<file path="src/rtl/mlfq_pkg.sv">
`default_nettype none
package mlfq_pkg;

  // Fixed-point format and sizes
  localparam int FRAC_BITS   = 14;
  localparam int MAX_THREADS = 64;
  localparam int DATA_W      = 32;
  localparam int PRIO_W      = 6;
  localparam int NICE_W      = 6;
  localparam int READY_W     = 7;

  localparam int FIX_ONE  = 1 << FRAC_BITS;
  localparam int K1       = (59 * FIX_ONE) / 60;   // 59/60 in fixed point
  localparam int K2       = FIX_ONE / 60;          // 1/60 in fixed point
  localparam int SCALE100 = 100;

  // Shared multiply unit: DATA_W x MUL_B_W signed, then divide by 2^FRAC_BITS toward zero, add, saturate
  localparam int MUL_B_W = FRAC_BITS + 3;
  localparam int PROD_W  = DATA_W + MUL_B_W;
  localparam int ADD_W   = FRAC_BITS + NICE_W + 1;

  // Divider step counter
  localparam int CNT_W = $clog2(FRAC_BITS + 1);

  // Config port
  localparam int ADDR_W = 3;
  localparam int IDX_W  = ADDR_W - 2;
  localparam logic [IDX_W-1:0] REG_MAX_PRIO = '0;

  typedef enum logic [1:0] {
    MODE_LOAD  = 2'd0,
    MODE_DECAY = 2'd1,
    MODE_PRIO  = 2'd2,
    MODE_TICK  = 2'd3
  } mode_t;

  typedef enum logic [2:0] {
    ST_IDLE,
    ST_DIV,
    ST_MUL,
    ST_POST,
    ST_PRIO,
    ST_DONE
  } state_t;

  typedef enum logic [2:0] {
    OP_LOAD,
    OP_DECAY,
    OP_TICK,
    OP_LX100,
    OP_RX100
  } op_t;

  typedef struct packed {
    logic signed [DATA_W-1:0]  a;
    logic signed [MUL_B_W-1:0] b;
    logic                      rnd;
    logic signed [ADD_W-1:0]   addend;
  } mac_req_t;

endpackage
`default_nettype wire

</file>
<file path="src/rtl/mlfq_div.sv">
`default_nettype none
// Restoring divider: quot = floor(num * 2^FRAC_BITS / (num + 2^FRAC_BITS)),
// one quotient bit per cycle. num < den, so the quotient fits FRAC_BITS bits.
module mlfq_div import mlfq_pkg::*; (
  input  wire logic                 clk,
  input  wire logic                 rst_n,
  input  wire logic                 start,
  input  wire logic [DATA_W-1:0]    num,
  output logic                      done,
  output logic [FRAC_BITS-1:0]      quot
);

  logic                 busy_r;
  logic                 done_r;
  logic [CNT_W-1:0]     cnt_r;
  logic [DATA_W+1:0]    rem_r;
  logic [DATA_W:0]      den_r;
  logic [FRAC_BITS-1:0] quot_r;

  logic [DATA_W+1:0]    shifted;
  logic                 ge;

  // One shift / compare / subtract step
  always_comb begin
    shifted = {rem_r[DATA_W:0], 1'b0};
    ge      = shifted >= {1'b0, den_r};
  end

  // Control
  always_ff @(posedge clk) begin
    if (!rst_n) begin
      busy_r <= 1'b0;
      done_r <= 1'b0;
      cnt_r  <= '0;
    end else begin
      done_r <= busy_r && !start && (cnt_r == CNT_W'(1));
      if (start) begin
        busy_r <= 1'b1;
        cnt_r  <= CNT_W'(FRAC_BITS);
      end else if (busy_r) begin
        cnt_r <= cnt_r - 1'b1;
        if (cnt_r == CNT_W'(1)) begin
          busy_r <= 1'b0;
        end
      end
    end
  end

  // Datapath
  always_ff @(posedge clk) begin
    if (start) begin
      rem_r <= {2'b00, num};
      den_r <= {1'b0, num} + (DATA_W+1)'(FIX_ONE);
    end else if (busy_r) begin
      rem_r  <= ge ? (shifted - {1'b0, den_r}) : shifted;
      quot_r <= {quot_r[FRAC_BITS-2:0], ge};
    end
  end

  assign done = done_r;
  assign quot = quot_r;

endmodule
`default_nettype wire

</file>
<file path="src/rtl/mlfq_mac.sv">
`default_nettype none
// Shared arithmetic unit: product registered in the first cycle, then
// optional round-half-away, truncation toward zero by 2^FRAC_BITS,
// addend and 32-bit saturation.
module mlfq_mac import mlfq_pkg::*; (
  input  wire logic                     clk,
  input  wire logic                     load_en,
  input  wire mac_req_t                 req,
  output logic signed [DATA_W-1:0]      res
);

  localparam int Q_W   = PROD_W - FRAC_BITS + 1;
  localparam int TOT_W = Q_W + 1;
  localparam logic signed [PROD_W:0] HALF = (PROD_W+1)'(FIX_ONE / 2);
  localparam logic signed [PROD_W:0] RMSK = (PROD_W+1)'(FIX_ONE - 1);

  logic signed [PROD_W-1:0] prod_w;
  logic signed [PROD_W-1:0] prod_r;
  logic                     rnd_r;
  logic signed [ADD_W-1:0]  addend_r;

  logic signed [PROD_W:0]   biased;
  logic signed [PROD_W:0]   adj;
  logic signed [Q_W-1:0]    quo;
  logic signed [TOT_W-1:0]  total;

  assign prod_w = $signed(req.a) * $signed(req.b);

  // Multiply stage
  always_ff @(posedge clk) begin
    if (load_en) begin
      prod_r   <= prod_w;
      rnd_r    <= req.rnd;
      addend_r <= req.addend;
    end
  end

  // Scale, add, saturate
  always_comb begin
    biased = $signed({prod_r[PROD_W-1], prod_r});
    if (rnd_r) begin
      biased = prod_r[PROD_W-1] ? (biased - HALF) : (biased + HALF);
    end
    adj   = biased[PROD_W] ? (biased + RMSK) : biased;
    quo   = adj[PROD_W:FRAC_BITS];
    total = $signed({quo[Q_W-1], quo})
          + $signed({{(TOT_W-ADD_W){addend_r[ADD_W-1]}}, addend_r});
    if (total[TOT_W-1] && !(&total[TOT_W-2:DATA_W-1])) begin
      res = {1'b1, {(DATA_W-1){1'b0}}};
    end else if (!total[TOT_W-1] && (|total[TOT_W-2:DATA_W-1])) begin
      res = {1'b0, {(DATA_W-1){1'b1}}};
    end else begin
      res = total[DATA_W-1:0];
    end
  end

endmodule
`default_nettype wire

</file>
<file path="src/rtl/mlfq_priority_calculator_unit.sv">
`default_nettype none
// Sequence: a load update runs the shared multiplier on the load average; a priority
// first computes the priority, a tick first updates recent, and a decay first runs the
// 14-step divider, then the shared multiplier. All then form load x100 and recent x100.
// Idle threads in decay/priority/tick modes skip straight to the x100 values.
// One item at a time: the next item is taken once the result is in the output register.
// Reset: load average 0, max_priority 63, output empty; no memory to clear.
module mlfq_priority_calculator_unit import mlfq_pkg::*; (
  input  wire logic                      clk,
  input  wire logic                      rst_n,

  input  wire logic                      in_valid,
  output logic                           in_stall,
  input  wire logic [1:0]                in_mode,
  input  wire logic signed [DATA_W-1:0]  in_recent_cpu_in,
  input  wire logic signed [NICE_W-1:0]  in_nice_value,
  input  wire logic [READY_W-1:0]        in_ready_count,
  input  wire logic                      in_is_idle,

  output logic                           out_valid,
  input  wire logic                      out_stall,
  output logic signed [DATA_W-1:0]       out_recent_cpu_out,
  output logic [PRIO_W-1:0]              out_priority_out,
  output logic signed [DATA_W-1:0]       out_load_x100,
  output logic signed [DATA_W-1:0]       out_recent_x100,

  input  wire logic                      psel,
  input  wire logic                      penable,
  input  wire logic                      pwrite,
  input  wire logic [ADDR_W-1:0]         paddr,
  input  wire logic [DATA_W-1:0]         pwdata,
  output logic [DATA_W-1:0]              prdata,
  output logic                           pready
);

  localparam int PV_W = DATA_W + 4;

  state_t state_r, state_nxt;
  op_t    op_r, op_nxt;

  logic                      out_valid_r;
  logic [PRIO_W-1:0]         max_prio_r;
  logic signed [DATA_W-1:0]  load_r;

  logic signed [DATA_W-1:0]  recent_r;
  logic signed [NICE_W-1:0]  nice_r;
  logic [READY_W-1:0]        ready_r;
  logic [PRIO_W-1:0]         prio_r;
  logic signed [DATA_W-1:0]  rx100_r;
  logic signed [DATA_W-1:0]  lx100_r;

  logic signed [DATA_W-1:0]  out_recent_r;
  logic [PRIO_W-1:0]         out_prio_r;
  logic signed [DATA_W-1:0]  out_lx100_r;
  logic signed [DATA_W-1:0]  out_rx100_r;

  logic                      in_acc;
  logic                      out_load;
  logic                      cfg_wr;
  logic [IDX_W-1:0]          reg_idx;
  logic [READY_W-1:0]        ready_eff;

  logic                      div_start;
  logic                      div_done;
  logic [FRAC_BITS-1:0]      div_quot;
  logic [DATA_W-1:0]         div_num;

  mac_req_t                  mac_req;
  logic                      mac_en;
  logic signed [DATA_W-1:0]  mac_res;

  logic signed [DATA_W:0]    rec_ext;
  logic signed [DATA_W:0]    rec_b;
  logic signed [DATA_W-2:0]  q4;
  logic signed [PV_W-1:0]    mp_t;
  logic signed [PV_W-1:0]    q4_t;
  logic signed [PV_W-1:0]    nc_t;
  logic signed [PV_W-1:0]    pv;
  logic [PV_W-2-FRAC_BITS:0] pint;
  logic [PRIO_W-1:0]         prio_calc;

  // Handshakes
  assign in_acc   = in_valid && (state_r == ST_IDLE);
  assign in_stall = (state_r != ST_IDLE);
  assign out_load = (state_r == ST_DONE) && (!out_valid_r || !out_stall);
  assign out_valid = out_valid_r;

  // Config port
  assign pready  = 1'b1;
  assign reg_idx = paddr[ADDR_W-1:2];
  assign cfg_wr  = psel && penable && pwrite && pready && (reg_idx == REG_MAX_PRIO);
  assign prdata  = (reg_idx == REG_MAX_PRIO) ? DATA_W'(max_prio_r) : '0;

  // Effective ready count: saturated, plus the running thread
  always_comb begin
    ready_eff = (in_ready_count > READY_W'(MAX_THREADS)) ? READY_W'(MAX_THREADS)
                                                          : in_ready_count;
    ready_eff = ready_eff + READY_W'(!in_is_idle);
  end

  // Sequencer: next state
  always_comb begin
    state_nxt = state_r;
    op_nxt    = op_r;
    case (state_r)
      ST_IDLE: begin
        if (in_valid) begin
          if (mode_t'(in_mode) == MODE_LOAD) begin
            state_nxt = ST_MUL;
            op_nxt    = OP_LOAD;
          end else if (in_is_idle) begin
            state_nxt = ST_MUL;
            op_nxt    = OP_LX100;
          end else begin
            case (mode_t'(in_mode))
              MODE_DECAY: state_nxt = ST_DIV;
              MODE_PRIO:  state_nxt = ST_PRIO;
              default: begin
                state_nxt = ST_MUL;
                op_nxt    = OP_TICK;
              end
            endcase
          end
        end
      end
      ST_DIV: begin
        if (div_done) begin
          state_nxt = ST_MUL;
          op_nxt    = OP_DECAY;
        end
      end
      ST_MUL: state_nxt = ST_POST;
      ST_POST: begin
        case (op_r)
          OP_LX100: begin
            state_nxt = ST_MUL;
            op_nxt    = OP_RX100;
          end
          OP_RX100: state_nxt = ST_DONE;
          default: begin
            state_nxt = ST_MUL;
            op_nxt    = OP_LX100;
          end
        endcase
      end
      ST_PRIO: begin
        state_nxt = ST_MUL;
        op_nxt    = OP_LX100;
      end
      ST_DONE: begin
        if (!out_valid_r || !out_stall) begin
          state_nxt = ST_IDLE;
        end
      end
      default: state_nxt = ST_IDLE;
    endcase
  end

  // Sequencer: unit controls
  always_comb begin
    div_start      = in_acc && (mode_t'(in_mode) == MODE_DECAY) && !in_is_idle;
    div_num        = {load_r[DATA_W-2:0], 1'b0};
    mac_en         = (state_r == ST_MUL);
    mac_req.a      = recent_r;
    mac_req.b      = MUL_B_W'(SCALE100);
    mac_req.rnd    = 1'b0;
    mac_req.addend = '0;
    case (op_r)
      OP_LOAD: begin
        mac_req.a      = load_r;
        mac_req.b      = MUL_B_W'(K1);
        mac_req.addend = $signed(ADD_W'(K2) * ADD_W'(ready_r));
      end
      OP_DECAY: begin
        mac_req.b      = $signed(MUL_B_W'(div_quot));
        mac_req.addend = ADD_W'(nice_r) <<< FRAC_BITS;
      end
      OP_TICK: begin
        mac_req.b      = MUL_B_W'(FIX_ONE);
        mac_req.addend = ADD_W'(FIX_ONE);
      end
      OP_LX100: begin
        mac_req.a = load_r;
      end
      OP_RX100: begin
        mac_req.rnd = 1'b1;
      end
      default: mac_req.a = recent_r;
    endcase
  end

  // Priority: max*f - trunc(recent/4) - 2*nice*f, truncated and clamped
  always_comb begin
    rec_ext = {recent_r[DATA_W-1], recent_r};
    rec_b   = recent_r[DATA_W-1] ? (rec_ext + (DATA_W+1)'(3)) : rec_ext;
    q4      = rec_b[DATA_W:2];
    mp_t    = PV_W'(max_prio_r) << FRAC_BITS;
    q4_t    = PV_W'(q4);
    nc_t    = PV_W'(nice_r) <<< (FRAC_BITS + 1);
    pv      = mp_t - q4_t - nc_t;
    pint    = pv[PV_W-2:FRAC_BITS];
    if (pv[PV_W-1]) begin
      prio_calc = '0;
    end else if (pint > (PV_W-1-FRAC_BITS)'(max_prio_r)) begin
      prio_calc = max_prio_r;
    end else begin
      prio_calc = pint[PRIO_W-1:0];
    end
  end

  // Control state
  always_ff @(posedge clk) begin
    if (!rst_n) begin
      state_r     <= ST_IDLE;
      op_r        <= OP_LOAD;
      out_valid_r <= 1'b0;
      max_prio_r  <= PRIO_W'(63);
      load_r      <= '0;
    end else begin
      state_r <= state_nxt;
      op_r    <= op_nxt;
      if (out_load) begin
        out_valid_r <= 1'b1;
      end else if (!out_stall) begin
        out_valid_r <= 1'b0;
      end
      if (cfg_wr) begin
        max_prio_r <= pwdata[PRIO_W-1:0];
      end
      if ((state_r == ST_POST) && (op_r == OP_LOAD)) begin
        load_r <= mac_res;
      end
    end
  end

  // Item payload and results
  always_ff @(posedge clk) begin
    if (in_acc) begin
      recent_r <= in_recent_cpu_in;
      nice_r   <= in_nice_value;
      ready_r  <= ready_eff;
      prio_r   <= '0;
    end
    if (state_r == ST_PRIO) begin
      prio_r <= prio_calc;
    end
    if (state_r == ST_POST) begin
      case (op_r)
        OP_DECAY, OP_TICK: recent_r <= mac_res;
        OP_LX100:          lx100_r  <= mac_res;
        OP_RX100:          rx100_r  <= mac_res;
        default:           ;
      endcase
    end
    if (out_load) begin
      out_recent_r <= recent_r;
      out_prio_r   <= prio_r;
      out_lx100_r  <= lx100_r;
      out_rx100_r  <= rx100_r;
    end
  end

  assign out_recent_cpu_out = out_recent_r;
  assign out_priority_out   = out_prio_r;
  assign out_load_x100      = out_lx100_r;
  assign out_recent_x100    = out_rx100_r;

  mlfq_div u_div (
    .clk   (clk),
    .rst_n (rst_n),
    .start (div_start),
    .num   (div_num),
    .done  (div_done),
    .quot  (div_quot)
  );

  mlfq_mac u_mac (
    .clk     (clk),
    .load_en (mac_en),
    .req     (mac_req),
    .res     (mac_res)
  );

endmodule
`default_nettype wire
</file>
<file path="config.mk">
export PLATFORM = sky130hd
export DESIGN_NAME = mlfq_priority_calculator_unit
export DESIGN_NICKNAME = d
export VERILOG_FILES = /design/src/rtl/mlfq_pkg.sv /design/src/rtl/mlfq_div.sv /design/src/rtl/mlfq_mac.sv /design/src/rtl/mlfq_priority_calculator_unit.sv
export SDC_FILE = /design/constraint.sdc
export NUM_CORES = 2
export LEC_CHECK = 0
export BUFFER_PORTS_ARGS = -buffer_cell sky130_fd_sc_hd__buf_4
export CAP_MARGIN = 0
export CORE_MARGIN = 8
export CORE_UTILIZATION = 40
export CTS_BUF_LIST = sky130_fd_sc_hd__clkbuf_4 sky130_fd_sc_hd__clkbuf_8
export DETAILED_ROUTE_END_ITERATION = 16
export GPL_TIMING_DRIVEN = 0
export HOLD_SLACK_MARGIN = 0.08
export SYNTH_ARGS = -nofsm -noshare
export SYNTH_HDL_FRONTEND = slang
export SYNTH_SLANG_ARGS = --single-unit
</file>
<file path="constraint.sdc">
create_clock -name clk -period 8.47 [get_ports clk]
set_input_delay 0 -clock clk [delete_from_list [all_inputs] [get_ports clk]]
set_output_delay 0 -clock clk [all_outputs]
set_load 0.005 [all_outputs]
</file>
# --- After elaboration in Yosys (flattened, before gate mapping) ---
# Cells that the tools add are included.
op_classes:
  addsub: 11
  multipliers: 2
  n_lt_le_gt_ge: 3
  eq_ne: 18
  mux: 44
  n_bitwise: 3
  n_reduce_logical: 37
ops:
  columns: ["op", "n"]
  rows:
  - ["$mux 32", 8]
  - ["$mux 50", 3]
  - ["$mux 33", 2]
  - ["$pmux 21 s3", 1]
  - ["$add 50x15->50 const B", 1]
  - ["$add 48x15->49 const B", 1]
  - ["$sub 48x15->49 const B", 1]
  - ["$mul 32x16->48", 1]
  - ["$pmux 15 s3", 1]
  - ["$add 36x21->37", 1]
  - ["$ge 34x33->1", 1]
  - ["$add 32x15->33 const B", 1]
  - ["$add 32x3->33 const B", 1]
  - ["$mux 3", 11]
  - ["$sub 32x21->33", 1]
  - ["$sub 33x33->33", 1]
  - ["$sub 21x31->32", 1]
  - ["$mux 6", 5]
  - ["$gt 21x6->1", 1]
  - ["$pmux 3 s6", 1]
  - ["$mul 9x7->16 const A", 1]
  - ["$eq 3x2->1 const B", 4]
  - ["$logic_and 1x1->1", 12]
  - ["$pmux 3 s2", 2]
  - ["other kinds (28)", 55]
totals:
  register_bits: 418
  in_bits: 90
  output_inout_bits: 137
  elab_cells: 144

# --- Longest topological paths before layout ---
depth:
  word_depth: 12
  ltp_mapped: 32
  mapped_depth_nobuf: 28

# --- Modules after synthesis ---
# A second synthesis with hierarchy kept.
unflattened:
  hier_cells: 4607
  hier_area_um2: 44617.8
modules_own_cells:
  columns: ["mod", "n_inst", "cells_each", "area_per_inst_um2", "seq_area_each_um2"]
  rows:
  - ["mlfq_mac", 1, 2885, 26033.7, 2132.0]
  - ["mlfq_priority_calculator_unit", 1, 1175, 13030.0, 7096.8]
  - ["mlfq_div", 1, 547, 5554.1, 2512.4]

# --- Worst setup path after synthesis ---
# No wires, ideal clock.
synth_timing:
  path_type: "reg2reg"
  start: "reg op_r[1]"
  end: "reg u_mac.prod_r[46] (data pin)"
  setup_time_ns: 0.258
  arrival_time_ns: 8.181
  t_required_ns: 8.212
  slack_ns: 0.032
  path_stages_with_launch: 28
  path_buffers: 3
  period_less_slack_ns: 8.438
  cell_sequence: "dfxtp_1 -> clkbuf_1 -> xor2_1 -> nor2_1 -> buf_1 -> clkbuf_1 -> mux2i_1 -> nor2_1 -> fa_1 -> fa_1 -> inv_1 -> fa_1 -> fa_1 -> fa_1 -> inv_1 -> fa_1 -> ha_1 -> a21o_1 -> a21o_1 -> a2111oi_0 -> o41ai_1 -> a21o_1 -> a2111oi_0 -> nor4b_1 -> or4_1 -> a21o_1 -> a21oi_1 -> xnor2_1"
synth_between:
  elab_chain_len: 4
  word_cells_on_any_way: 8
  cone_classes: "mul (1); eq/ne (3); mux (2); reduce/logical (2)"
synth_lines:
  columns: ["item", "line", "rtl"]
  rows:
  - ["start, declared", "mlfq_priority_calculator_unit.sv:39", "op_t op_r, op_nxt;"]
  - ["start signal, assigned", "mlfq_priority_calculator_unit.sv:221", "op_r <= op_nxt;"]
  - ["$eq 3x2->1 / $logic_not 3->1 (equally long branches)", "mlfq_priority_calculator_unit.sv:168", "case (op_r)"]
  - ["$reduce_or 2->1 (no line)", null, null]
  - ["$mux 32", "mlfq_priority_calculator_unit.sv:168", null]
  - ["$mul 32x16->48 (*)", "mlfq_mac.sv:27", "assign prod_w = $signed(req.a) * $signed(req.b);"]
  - ["named net u_mac.prod_w[46]", "mlfq_mac.sv:17", "logic signed [PROD_W-1:0] prod_w;"]
  - ["end signal, assigned", "mlfq_mac.sv:32", "prod_r <= prod_w;"]
  - ["end, declared", "mlfq_mac.sv:18", "logic signed [PROD_W-1:0] prod_r;"]
# The timed path passes the listed nets; every way through them passes the cells marked *.
# A chain may end at the register's enable or synchronous reset.

# --- Final worst setup path ---
# Ends and elaborated chain as after synthesis.

==> out/metrics.cfg <==
[status]
status=complete, but fails checks
violations=setup timing

[drt]
firstDrtPassIters=9
ant_nets=0
via_per_inst=5.51
drc=0
wl_per_cell_um=22.3
vias=34500
first_iter_violations=3224
drt-total-wl_mm=140

[synthesis]
synth_area_leaders=edfxtp_1 24%, fa_1 22%, ha_1 8.5%, inv_1 5.2%, nand2_1 5.1%
yosys.area.top_type=edfxtp_1
yosysMostFrequentCell=inv_1
yosysSeqAreaShare_pct=27.8
synthFlopType=edfxtp_1
avgSynthCellArea_um2=9.41
async_reset_ff_share_pct=0
synth_common_cells=577 x inv_1, 564 x nand2_1, 463 x fa_1, 453 x nor2_1, 331 x edfxtp_1
yosys_register_bits=415
synthesis.instances=4444
syn-cell-area_um2=41800
yosys.cell_types.count=92
synth-edff-count=331
synth_top_area_share_pct=23.8
synth_warnings=0

[worst_setup_path]
critical-path-slowest-cell=fa_1
critPathRequiredTime_ps=8860
path_class=flop to flop
crit_top_cell=fa_1
timing.rr.start=op_r[1]
cp_max_fo=10
worstPathArrival_ps=8920
max_stage_delay_ps=550
critical_path.startpoint=op_r[1]
end_kind=flop
start_kind=flop

[timing]
fin_ws_ps=-63.8
finalHoldViolCount=0
clock_skew_ps=39.2
finalCritPeriodShare_pct=101
fmax_mhz=117
maxSlewHeadroom_pct=23.0
whs_ps=159
rsz0062_at_grt=true
finalSetupViolCount=1
timing.final.max_slew_violations=0
period_needed_ps=8530
worstMarginPinSlew_ps=1140

[finish]
layout.nets=5671
regArea_um2=11600
multi_input_area_um2=27900
synthToLayoutAreaGrowth_pct=15.6
fillCellCount=9892
drive_above_1_share_pct=11.6

[cts]
clock_latency_ps=670
cts_tree=built
root_buffer=clkbuf_8
cts-htree-levels=3
numClockSinks=415
cts_buffer_depth=3
cts_made_buffers=68
clk_pin_slew_ps=60

[job]
max-cap-violations=0

[floorplan]
rows=118
dieArea_um2=115000
die_h_um=339
die_w_um=339
core_um2=104000
io_pins=227
start_util_pct=40.4

[grt]
grtUsageTotal_pct=23.6
antenna_found_initial=6
grt_pass1_wl_mm=210
grt_max_degree=32
overflow=0
grt_pass1_vias=34300

[min_path]
worstHoldStart=in_mode[0]
hold_class=input port to flop

[place]
port_buffers=171
gp_congestion=0.970
place_hpwl_mm=112

[timing repair]
item	CTS	global route
resized for setup	120	84
endpoints found under the setup margin	155	116
buffers inserted	9	19
pin swaps	1	4
gates cloned	0	2
endpoints found under the hold margin	123	0
hold buffers	85	0
[worst max-delay path, delay by kind of cell (launching register included)]
kind,cells,cell delay (ps)
fa+ha+maj,7,3370
compound gates,8,2000
simple gates,4,930
buf+inv,7,850
mux,1,500
flops,1,380
xor+xnor,2,210
[flip-flops by register name, indices dropped and copies added (netlist names), 3 cells and up]
register / flops
load_r: 32
prio_r: 6
u_mac.addend_r: 20
u_mac.prod_r: 48
rx100_r: 32
state_r: 3
out_recent_x100: 32
out_load_x100: 32
nice_r: 6
max_prio_r: 6
ready_r: 7
op_r: 3
u_div.cnt_r: 4
out_priority_out: 6
lx100_r: 32
recent_r: 32
u_div.rem_r: 32
out_recent_cpu_out: 32
u_div.den_r: 32
u_div.quot: 14
[metrics by stage]
| stage | utilization, % | instances | setup TNS (ps) | instance area (µm²) | setup WS (ps) |
|---|---|---|---|---|---|
| 2_1_floorplan | - | 4469 | 0 | 41900 | 31.5 |
| 3_3_place_gp | 43.4 | 6020 | -242360 | 44900 | -2010 |
| 6_report | 46.7 | 6271 | -63.8 | 48400 | -63.8 |
| 5_1_grt | 46.6 | 6269 | -271 | 48300 | -228 |
| 4_1_cts | 46.2 | 6248 | -9.48 | 47900 | -9.48 |
| 3_5_place_dp | 43.6 | 6033 | -76030 | 45200 | -2080 |
[layout make-up]
class                   count  area share, %
multi-input cells        3277           57.6
inverters                 579           4.49
diodes                      3         0.0155
well taps                1380           3.57
repair buffers            297           5.29
clock inverters            29          0.471
flip-flops and latches    415           24.0
plain buffers             195           2.08
clock buffers              96           2.44
[routing by layer]
| layer | global-route usage [%] | wire length (µm) |
|---|---|---|
| met4 | 10.9 | 6920 |
| met5 | 0 | 15 |
| met1 | 30.6 | 57300 |
| met3 | 5.31 | 12100 |
| met2 | 37.7 | 63400 |
[layout by cell type (no fill, tap or decap), drive strengths merged, types with 85 or more instances in the layout]
cell type    count
buf            266
a21oi          174
dlygate4sd3     85
ha             285
nand3           98
o21ai          147
clkbuf         237
a21o           115
nand2          564
nor2           453
xnor2          138
edfxtp         331
inv            582
fa             463
[cell families (layout without fill, tap and decap cells)]
logic type,after synthesis,count (layout),share of synthesized area [%]
muxes,86,87,2.16
other,2,30,0.0180
adders and majority gates,748,748,30.7
buffers and inverters,779,1196,7.32
and+or+nand+nor,1447,1447,15.4
xor gates and xnor gates,212,212,4.44
AOI/OAI and AO/OA,755,756,12.2
DFF,415,415,27.8
[path summary, 6_finish.rpt]
kind         slack [ps]            endpoint  depth (start not counted)
max                 -60    u_mac.prod_r[46]                         29
min                 160             op_r[1]                          7
max reg2reg         -60    u_mac.prod_r[46]                         29
min reg2reg         410  out_recent_x100[1]                          0
Power is left out: the tool's default activity adds up to more than one toggle a clock period on the data nets, which glitch-free logic cannot reach.
